**src/hdl/tcot_pkg.sv**
```systemverilog
// Shared types and constants for the two-channel timer.
package tcot_pkg;

  localparam int FUNC_W = 2;
  localparam int ADDR_W = 11;
  localparam int DATA_W = 32;
  localparam int CTL_W  = 8;

  // Transaction kinds
  localparam logic [FUNC_W-1:0] FUNC_READ  = 2'd0;
  localparam logic [FUNC_W-1:0] FUNC_WRITE = 2'd1;
  localparam logic [FUNC_W-1:0] FUNC_TICK  = 2'd2;

  // Register offsets within one channel window
  localparam logic [ADDR_W-1:0] OFS_CMP = 11'h000;
  localparam logic [ADDR_W-1:0] OFS_CNT = 11'h004;
  localparam logic [ADDR_W-1:0] OFS_TE  = 11'h010;
  localparam logic [ADDR_W-1:0] OFS_TS  = 11'h014;
  localparam logic [ADDR_W-1:0] OFS_TT  = 11'h018;
  localparam logic [ADDR_W-1:0] OFS_CTL = 11'h020;

  // Control bit 1: 1 free-running, 0 interval
  localparam int MODE_BIT = 1;

  typedef logic [2:0] reg_sel_t;
  localparam reg_sel_t SEL_NONE = 3'd0;
  localparam reg_sel_t SEL_CMP  = 3'd1;
  localparam reg_sel_t SEL_CNT  = 3'd2;
  localparam reg_sel_t SEL_TE   = 3'd3;
  localparam reg_sel_t SEL_TS   = 3'd4;
  localparam reg_sel_t SEL_TT   = 3'd5;
  localparam reg_sel_t SEL_CTL  = 3'd6;

  // Decoded bus address
  typedef struct packed {
    logic     hit;   // mapped register of an existing channel
    logic     chan;
    reg_sel_t sel;
  } dec_t;

endpackage

```
**src/hdl/two_channel_os_timer_top.sv**
```systemverilog
// Top level of the two-channel interval / free-running timer.
//
// Usage:
//   The input channel (in_valid/in_ready, func/address/write_data) carries
//   one transaction per item: a bus read, a bus write, or one timer tick.
//   The output channel (out_valid/out_ready, read_data) returns exactly one
//   transaction per bus read; writes and ticks return nothing.
//   Address bit selection: channel = bit 0 of address / CHANNEL_STRIDE,
//   register = address mod CHANNEL_STRIDE.
// Pipeline:
//   One transaction per clock unless a read stalls behind a held result.
//   A read result passes through the input register, then the result
//   register. Throughput is one transaction per cycle under the same stall,
//   set by the single execute stage that updates the channel registers.
// Reset:
//   rst (synchronous, active high) stops both channels, clears count,
//   compare and control, and empties the pipeline.
// Stalls:
//   While out_ready is low a pending result is held. Writes and ticks keep
//   flowing; a read waiting behind a held result stalls in_ready until the
//   result register frees up.
module two_channel_os_timer_top #(
  parameter int NUM_CHANNELS   = 2,
  parameter int CHANNEL_STRIDE = 1024
) (
  input  logic                        clk,
  input  logic                        rst,
  input  logic                        in_valid,
  output logic                        in_ready,
  input  logic [tcot_pkg::FUNC_W-1:0] func,
  input  logic [tcot_pkg::ADDR_W-1:0] address,
  input  logic [tcot_pkg::DATA_W-1:0] write_data,
  output logic                        out_valid,
  input  logic                        out_ready,
  output logic [tcot_pkg::DATA_W-1:0] read_data
);
  import tcot_pkg::*;

  // Decode straight off the ports, register the result with the transaction
  dec_t in_dec;

  tcot_decode #(
    .NUM_CHANNELS  (NUM_CHANNELS),
    .CHANNEL_STRIDE(CHANNEL_STRIDE)
  ) u_decode (
    .address(address),
    .dec    (in_dec)
  );

  // Input register (stage 1)
  logic              s1_valid;
  logic [FUNC_W-1:0] s1_func;
  logic [DATA_W-1:0] s1_data;
  dec_t              s1_dec;

  logic s1_is_read;
  logic s1_fire;
  logic out_room;

  assign s1_is_read = (s1_func == FUNC_READ);
  assign out_room   = !out_valid || out_ready;
  // Non-read transactions never need the result register
  assign s1_fire    = s1_valid && (!s1_is_read || out_room);
  assign in_ready   = !s1_valid || s1_fire;

  always_ff @(posedge clk) begin
    if (rst) begin
      s1_valid <= 1'b0;
    end else if (in_ready) begin
      s1_valid <= in_valid;
    end
  end

  always_ff @(posedge clk) begin
    if (in_valid && in_ready) begin
      s1_func <= func;
      s1_data <= write_data;
      s1_dec  <= in_dec;
    end
  end

  // Per-channel registers and execute logic
  logic [DATA_W-1:0] chan_rd [NUM_CHANNELS];

  for (genvar i = 0; i < NUM_CHANNELS; i++) begin : g_chan
    logic [DATA_W-1:0] counter;
    logic [DATA_W-1:0] counter_next;
    logic              running;
    logic              running_next;
    logic [CTL_W-1:0]  control_byte;
    logic [CTL_W-1:0]  control_byte_next;
    logic [DATA_W-1:0] compare_value;
    logic [DATA_W-1:0] compare_value_next;
    logic              sel_me;

    assign sel_me = s1_dec.hit && (s1_dec.chan == 1'(i));

    always_comb begin
      counter_next       = counter;
      running_next       = running;
      control_byte_next  = control_byte;
      compare_value_next = compare_value;
      priority if (s1_func == FUNC_WRITE && sel_me) begin
        unique case (s1_dec.sel)
          SEL_CMP: compare_value_next = s1_data;
          SEL_CTL: control_byte_next  = s1_data[CTL_W-1:0];
          SEL_TS: begin
            if (s1_data[0]) begin
              running_next = 1'b1;
              counter_next = control_byte[MODE_BIT] ? '0 : compare_value;
            end
          end
          SEL_TT: begin
            if (s1_data[0]) begin
              running_next = 1'b0;
            end
          end
          default: ;
        endcase
      end else if (s1_func == FUNC_TICK && running) begin
        // Free-running counts up; interval counts down and reloads after 0
        priority if (control_byte[MODE_BIT]) begin
          counter_next = counter + DATA_W'(1);
        end else if (compare_value == '0) begin
          counter_next = '0;
        end else if (counter == '0) begin
          counter_next = compare_value;
        end else begin
          counter_next = counter - DATA_W'(1);
        end
      end else begin
      end
    end

    always_ff @(posedge clk) begin
      if (rst) begin
        counter       <= '0;
        running       <= 1'b0;
        control_byte  <= '0;
        compare_value <= '0;
      end else if (s1_fire) begin
        counter       <= counter_next;
        running       <= running_next;
        control_byte  <= control_byte_next;
        compare_value <= compare_value_next;
      end
    end

    always_comb begin
      chan_rd[i] = '0;
      if (sel_me) begin
        unique case (s1_dec.sel)
          SEL_CMP: chan_rd[i] = compare_value;
          SEL_CNT: chan_rd[i] = counter;
          SEL_TE:  chan_rd[i] = DATA_W'(running);
          SEL_CTL: chan_rd[i] = DATA_W'(control_byte);
          default: chan_rd[i] = '0;
        endcase
      end
    end
  end

  // Only the addressed channel drives a nonzero value
  logic [DATA_W-1:0] rd_value;

  always_comb begin
    rd_value = '0;
    for (int i = 0; i < NUM_CHANNELS; i++) begin
      rd_value = rd_value | chan_rd[i];
    end
  end

  // Result register (stage 2)
  always_ff @(posedge clk) begin
    if (rst) begin
      out_valid <= 1'b0;
    end else if (out_room) begin
      out_valid <= s1_fire && s1_is_read;
    end
  end

  always_ff @(posedge clk) begin
    if (out_room && s1_fire && s1_is_read) begin
      read_data <= rd_value;
    end
  end

endmodule

```
**src/hdl/tcot_decode.sv**
```systemverilog
// Address decoder: channel window and register select.
module tcot_decode #(
  parameter int NUM_CHANNELS   = 2,
  parameter int CHANNEL_STRIDE = 1024
) (
  input  logic [tcot_pkg::ADDR_W-1:0] address,
  output tcot_pkg::dec_t              dec
);
  import tcot_pkg::*;

  localparam int SPAN       = 1 << ADDR_W;
  localparam int NUM_BLOCKS = (SPAN + CHANNEL_STRIDE - 1) / CHANNEL_STRIDE;
  localparam int EXT_W      = ADDR_W + 2;

  logic [EXT_W-1:0]  addr_ext;
  logic [ADDR_W-1:0] offset;
  logic              chan;
  reg_sel_t          sel;

  assign addr_ext = EXT_W'(address);

  // Each window is an independent range compare; exactly one matches.
  always_comb begin
    offset = '0;
    chan   = 1'b0;
    for (int k = 0; k < NUM_BLOCKS; k++) begin
      if (addr_ext >= EXT_W'(k * CHANNEL_STRIDE) &&
          addr_ext <  EXT_W'((k + 1) * CHANNEL_STRIDE)) begin
        offset = ADDR_W'(addr_ext - EXT_W'(k * CHANNEL_STRIDE));
        chan   = k[0];
      end
    end
  end

  always_comb begin
    unique case (offset)
      OFS_CMP: sel = SEL_CMP;
      OFS_CNT: sel = SEL_CNT;
      OFS_TE:  sel = SEL_TE;
      OFS_TS:  sel = SEL_TS;
      OFS_TT:  sel = SEL_TT;
      OFS_CTL: sel = SEL_CTL;
      default: sel = SEL_NONE;
    endcase
  end

  always_comb begin
    dec.chan = chan;
    dec.sel  = sel;
    dec.hit  = (sel != SEL_NONE) && (!chan || NUM_CHANNELS > 1);
  end

endmodule

```
**config.mk**
```make
export PLATFORM = sky130hd
export DESIGN_NAME = two_channel_os_timer_top
export DESIGN_NICKNAME = d
export VERILOG_FILES = /design/src/hdl/tcot_pkg.sv /design/src/hdl/two_channel_os_timer_top.sv /design/src/hdl/tcot_decode.sv
export SDC_FILE = /design/constraint.sdc
export NUM_CORES = 1
export LEC_CHECK = 0
export ABC_AREA = 1
export BUFFER_PORTS_ARGS = -buffer_cell sky130_fd_sc_hd__buf_2
export CAP_MARGIN = 5
export CORE_ASPECT_RATIO = 1.75
export CORE_MARGIN = 10
export CORE_UTILIZATION = 55
export CTS_BUF_LIST = sky130_fd_sc_hd__clkbuf_4
export CTS_CLUSTER_DIAMETER = 40
export DETAILED_ROUTE_END_ITERATION = 10
export PLACE_DENSITY = 0.84
export SLEW_MARGIN = 15
export SYNTH_ARGS = -nofsm -noshare
export SYNTH_HDL_FRONTEND = slang
export SYNTH_HIERARCHICAL = 1
export SYNTH_SLANG_ARGS = --single-unit
export TNS_END_PERCENT = 10
```
**constraint.sdc**
```tcl
create_clock -name clk -period 5.4 [get_ports clk]
set_clock_uncertainty 0.05 [all_clocks]
set_input_delay 0.54 -clock clk [delete_from_list [all_inputs] [get_ports clk]]
set_output_delay 0.54 -clock clk [all_outputs]
set_load 0.01 [all_outputs]
```
==> metrics.txt, run 1 <==
outcome complete, no violations; Worst path max stage delay 0.58 ns; Hold Path Depth 3; Slew HR 19.6%; Slew Limit Fails 0; Syn Nets 2425; IO Count 83; multiplexer share of the synthesized area 0%; Top delay family on crit path buffers and inverters; layout cell share with drive strength beyond 1 8.88%; first-pass GRT wire length 91700 um; compound-gate portion of the synthesized area 15.9%; CTS tree done; Arr. time, crit path 3.66 ns; most used cell, CP inv_2; GRT Overall Usage 35.3%; period utilization 57.9%; setup TNS 0 ns; Max-cap violations 0; chip width 143 um; Post-DRT Antenna Nets 0; met1 Use GR 36.2%; cell at the slowest stage of the critical path nor2_2; critical path class reg2reg; Finished Cell Area 16100 um2; Inserted Clock Buffers 50; placed wire-length estimate 45100 um; Crit path depth 7; Post-CTS Setup Inserts 0; dpl cell area 15100 um2; Rows 79; Adder-Cell Fraction of Synth Area 0.512%; overall routed net length 61100 um; grt ovf 0; hold buffers post-CTS 36; grt met2 use 60.8%; Skew-Pair Late Insertion Delay 0.73 ns; wire per inst 21.7 um; Die Span Y 236 um; final setup vio count 0; core region area 26500 um2; Root Driver clkbuf_4; most common cell after layout, fill and taps aside nand2_1; clock-pin slew on the worst setup and hold paths 0.08 ns; number of synthesized flops with an enable pin 71; Simple-Gate Fraction of Synth Area 39.6%; Yosys reg bits 219; drt pass-1 iters 6; crit path time final 3.12 ns; Syn Area/Cell 6.19 um2; Post-Syn Instances 2370; worst-path cell chain nor3_4 -> buf_4 -> inv_2 -> nor2_2 -> inv_2 -> o21ai_0 -> a21oi_1; vias in the first global route 16000; global route hottest layer met2; CP startpoint kind flip-flop; number of port buffers 82; H-Tree Depth 2; area grow syn2layout 10.1%; Design Power 0.00331 W; Iteration-0 DRC Markers 2133; Worst EP required 5.93 ns; Cell variety after synth 42; GP Congestion 1.05; VDD IR max 0.199 mV; RSZ-0062 raised after global routing false; GR Util met3 4.43%; CTS resizes 0; CP max FO 49; largest net degree at the start of global routing 80; P per Cell Area 205 nW/um2; Buf/Inv on CP 3; Pleak 7.68 nW; HP Class in2reg; # DRC 0; Worst Setup End Kind flip-flop; Top FF cell, synth dfxtp_1; combinational family with the most area after synthesis simple AND/OR/NAND/NOR gates; post-synthesis cell area 14700 um2; r2r worst-path depth 7; worst-margin pin slew 1.20 ns; Initial Util 55.4%; Ys Warns 6; initial antenna violation count 1; Max Buffers Root-to-Sink 3; nets 2503; Final Util 61.0%; DIE AREA 33900 um2; Via Count 16800; most frequent cells in the layout nand2_1, nor2_1, a21oi_1, inv_1, o21ai_0; DR vias/cell 5.98; ys async rst share 0%; XOR/XNOR share of the synthesized area 1.37%; Seq/Total Area, Yosys 34.7%; # clock sinks 219; maximum clock rate 0.320 GHz; Final Hold Vio Count 0
cells in the mapped netlist, types with 2 or more instances:
cell type,instances,area (um2)
nand2_1,762,2860
nor2_1,381,1430
a21oi_1,198,991
inv_1,164,616
o21ai_0,152,761
nand3_1,149,746
dfxtp_1,148,2960
edfxtp_1,71,2130
clkbuf_1,66,248
nor3_1,49,245
o22ai_1,42,263
buf_2,31,155
a22o_1,24,210
nand4_1,24,150
xor2_1,22,193
nor2_2,15,93.8
inv_2,11,41.3
nor2_4,8,90.1
buf_6,6,67.6
ha_1,6,75.1
o21ai_1,6,30.0
nand2_2,5,31.3
clkinv_1,3,11.3
a211oi_1,2,15.0
a221oi_1,2,17.5
buf_4,2,15.0
clkbuf_2,2,10.0
nand2_4,2,22.5
nand3_2,2,20.0
nand3b_1,2,15.0
o211ai_2,2,25.0
registers in the layout, indices dropped and copies added, names as in the netlist:
register              cells
s1_dec                    5
g_chan.counter           64
g_chan.control_byte      16
g_chan.compare_value     64
g_chan.running            2
s1_valid                  1
s1_data                  32
out_valid                 1
s1_func                   2
read_data                32
worst register-to-register path, cell delays in order (launching register included):
cell      delay (ns)
edfxtp_1        0.51
nor3_4          0.19
buf_4           0.36
inv_2           0.38
nor2_2          0.58
inv_2           0.47
o21ai_0         0.36
a21oi_1         0.07
cell type report:
cell class	count	area, um2
fill	2623	10300
clock inverter	36	204
inverter	178	669
tap	324	405
sequential	219	5090
timing repair buffer	133	883
antenna	1	2.50
multi-input combinational	1866	8450
clock buffer	58	435
metal layers:
layer | vias to the layer above | wire (um) | share of wire, %
met1 | 7621 | 20100 | 33
met3 | 301 | 4440 | 7.3
met4 | 0 | 6350 | 10
met5 | - | 0 | 0
li1 | 7940 | - | -
met2 | 970 | 30200 | 49
cell families (layout without fill, tap and decap cells):
| group | count (synthesis) | count (layout) |
|---|---|---|
| AOI/OAI and AO/OA | 430 | 430 |
| xor gates and xnor gates | 23 | 23 |
| adders and majority gates | 6 | 6 |
| buffers and inverters | 285 | 405 |
| DFF | 219 | 219 |
| other | 0 | 1 |
| and+or+nand+nor | 1407 | 1407 |
where the power goes:
group | total [W] | switching, W | leakage, nW | internal [W]
registers | 0.00174 | 0.0000252 | 1.88 | 0.00172
clock network | 0.00136 | 0.000742 | 0.364 | 0.000623
logic | 0.000203 | 0.000140 | 5.44 | 0.0000639
total | 0.00331 | 0.000906 | 7.68 | 0.00241
stage by stage:
stage	worst slack [ns]	hold WS (ns)	cells
floorplan	2.57	0.418	2370
global placement	2.56	0.441	2684
detailed placement	2.41	0.435	2684
CTS	2.39	0.0806	2814
global route	2.06	0.0882	2815
finish	2.28	0.0855	2815
final timing paths:
path / from / to / slack [ns]
setup / recovery: s1_dec[2]$_DFFE_PP_ / g_chan[0].compare_value[1]$_SDFFE_PP0P_ / 2.28
hold / removal: in_valid / s1_valid$_SDFFE_PP0N_ / 0.09
setup reg to reg: s1_dec[2]$_DFFE_PP_ / g_chan[0].compare_value[1]$_SDFFE_PP0P_ / 2.28
hold reg to reg: g_chan[0].running$_SDFFE_PP0P_ / g_chan[0].running$_SDFFE_PP0P_ / 0.45
No activity file was read; power rests on OpenSTA's default activity.
==> run 2, diff against run 1 <==
--- a/config.mk
+++ b/config.mk
@@ -14,7 +14,7 @@
 export CTS_BUF_LIST = sky130_fd_sc_hd__clkbuf_4
 export CTS_CLUSTER_DIAMETER = 40
 export DETAILED_ROUTE_END_ITERATION = 10
-export PLACE_DENSITY = 0.84
+export PLACE_DENSITY = 0.87
 export SLEW_MARGIN = 15
 export SYNTH_ARGS = -nofsm -noshare
 export SYNTH_HDL_FRONTEND = slang
==> constraint.sdc (replaced) <==
create_clock -name clk -period 2.8 [get_ports clk]
set_clock_uncertainty 0.05 [all_clocks]
set_input_delay 0.28 -clock clk [delete_from_list [all_inputs] [get_ports clk]]
set_output_delay 0.28 -clock clk [all_outputs]
set_load 0.01 [all_outputs]
==> run 2 against run 1 <==
Routed wire length up 8.1%. Via count up 5.1%. Sequential share of layout area down 1.4 points. Hold slack worse by 0.019 ns. Global-route usage up 3.2 points. Non-clock buffer count up 63. Register-to-register slack worse by 2.1 ns. Sequential power up 93%. Die area unchanged. Largest cell class unchanged. Cell area up 4.5%. Total power up 120%. Maximum frequency up 18%.
==> metrics.txt, run 2 (synthesized netlist as in run 1, its figures left out) <==
number of port buffers 82; Worst EP required 3.25 ns; cell at the slowest stage of the critical path edfxtp_1; largest net degree at the start of global routing 73; # clock sinks 219; wire per inst 22.9 um; Int Power 0.00528 W; P_sw 0.00191 W; Arr. time, crit path 3.09 ns; Worst Setup End Kind flip-flop; drt pass-1 iters 6; Die Span Y 236 um; most common cell after layout, fill and taps aside nand2_1; Post-DRT Antenna Nets 0; Post-CTS Setup Inserts 0; top sig layer met4; HP Class in2reg; Inserted Clock Buffers 54; first-pass GRT wire length 99900 um; IO Count 83; CP startpoint kind flip-flop; outcome complete, no violations; setup TNS 0 ns; Gate power share 6.1%; vias in the first global route 17000; GRT Overall Usage 38.5%; nets 2570; RSZ-0062 raised after global routing false; Root Driver clkbuf_4; Met1 Wirelength 21400 um; maximum clock rate 0.379 GHz; CTS tree done; layout cell share with drive strength beyond 1 11.5%; Max-cap violations 0; Pleak 8.12 nW; worst-margin pin slew 0.811 ns; routed wl met3 5710 um; Slew Limit Fails 0; crit path time final 2.64 ns; pre-CTS WS 0.375 ns; P per Cell Area 426 nW/um2; Top delay family on crit path buffers and inverters; area grow syn2layout 15.0%; CP max FO 54; DR vias/cell 6.13; dpl cell area 15600 um2; Flop pwr share 46.7%; Initial Util 55.4%; Clock Power Share 47.3%; most frequent cells in the layout nand2_1, nor2_1, a21oi_1, inv_1, o21ai_0; worst-path cell chain inv_2 -> nand2_1 -> nor2_1 -> clkinv_1 -> buf_12 -> o21ai_0 -> a22o_1; biggest regs g_chan.compare_value (64), g_chan.counter (64); core region area 26500 um2; overall routed net length 66000 um; Finished Cell Area 16900 um2; WL met2 31700 um; Via Count 17700; Worst path max stage delay 0.48 ns; VDD IR max 0.700 mV; H-Tree Depth 2; Max Buffers Root-to-Sink 3; critical path class reg2reg; Worst Setup Slack, final 0.160 ns; # DRC 0; Iteration-0 DRC Markers 2149; Rows 79; Slew HR 45.8%; placed wire-length estimate 46800 um; chip width 143 um; grt ovf 0; clock-pin slew on the worst setup and hold paths 0.11 ns; Skew-Pair Late Insertion Delay 0.79 ns; Net Sw Frac 26.5%; DIE AREA 33900 um2; final setup vio count 0; Final Hold Vio Count 0; period utilization 94.3%; Buf/Inv on CP 3; initial antenna violation count 1; GP Congestion 1.09
## run 2: changes by cell type in the layout (fill, tap and decap cells not counted), moves of 2 or more
cell / delta
buf_12: +3
buf_4: +50
bufinv_16: +4
clkbuf_4: +18
clkinv_1: -12
clkinv_2: -2
dlygate4sd3_1: +10
## run 2: what timing repair did
action                    CTS  global route
hold buffers               46             0
resized for setup           0             0
hold endpoints to repair   41             0
## run 2: layer usage
| layer | up-vias | track usage (%) |
|---|---|---|
| li1 | 8079 | - |
| met1 | 7989 | 40.0 |
| met2 | 1235 | 64.4 |
| met3 | 382 | 6.74 |
| met4 | 0 | 34.4 |
| met5 | - | 0 |
## run 2: cell type report
class	instances	area (um2)
clock buffers	76	571
diodes	1	2.50
clock inverters	26	265
repair buffers	196	1420
fillers	2451	9610
inverters	178	669
flip-flops and latches	219	5090
well taps	324	405
multi-input cells	1866	8450
## run 2: worst paths after layout
| check | depth (start not counted) | end | from | slack (ns) |
|---|---|---|---|---|
| max | 7 | read_data[17]$_DFFE_PP_ | s1_dec[0]$_DFFE_PP_ | 0.16 |
| min | 5 | s1_dec[4]$_DFFE_PP_ | address[5] | 0.07 |
| min reg2reg | 2 | g_chan[1].running$_SDFFE_PP0P_ | g_chan[1].running$_SDFFE_PP0P_ | 0.45 |
| max reg2reg | 7 | read_data[17]$_DFFE_PP_ | s1_dec[0]$_DFFE_PP_ | 0.16 |
## run 2: stage by stage
stage / power, W / std cells / util [%] / hold WS (ns)
after floorplan: 0.00362 / 2370 / - / 0.299
after global placement: 0.00378 / 2737 / 58.8 / 0.407
after detailed placement: 0.00379 / 2737 / 58.8 / 0.409
after CTS: 0.00710 / 2885 / 63.7 / 0.0119
after global routing: 0.00736 / 2886 / 63.7 / 0.133
final: 0.00719 / 2886 / 63.7 / 0.0661
## run 2: worst min-delay path: cells and delay by family
family	cells	cell delay [ns]
and+or+nand+nor	4	0.40
buffers and inverters	1	0.10
## run 2: power groups by stage
stage	Clock (W)	Combinational, W	Sequential, W
after floorplan	0	0.000210	0.00341
after global placement	0	0.000358	0.00342
after detailed placement	0	0.000365	0.00342
after CTS	0.00334	0.000413	0.00335
after global routing	0.00355	0.000459	0.00335
final	0.00340	0.000436	0.00335
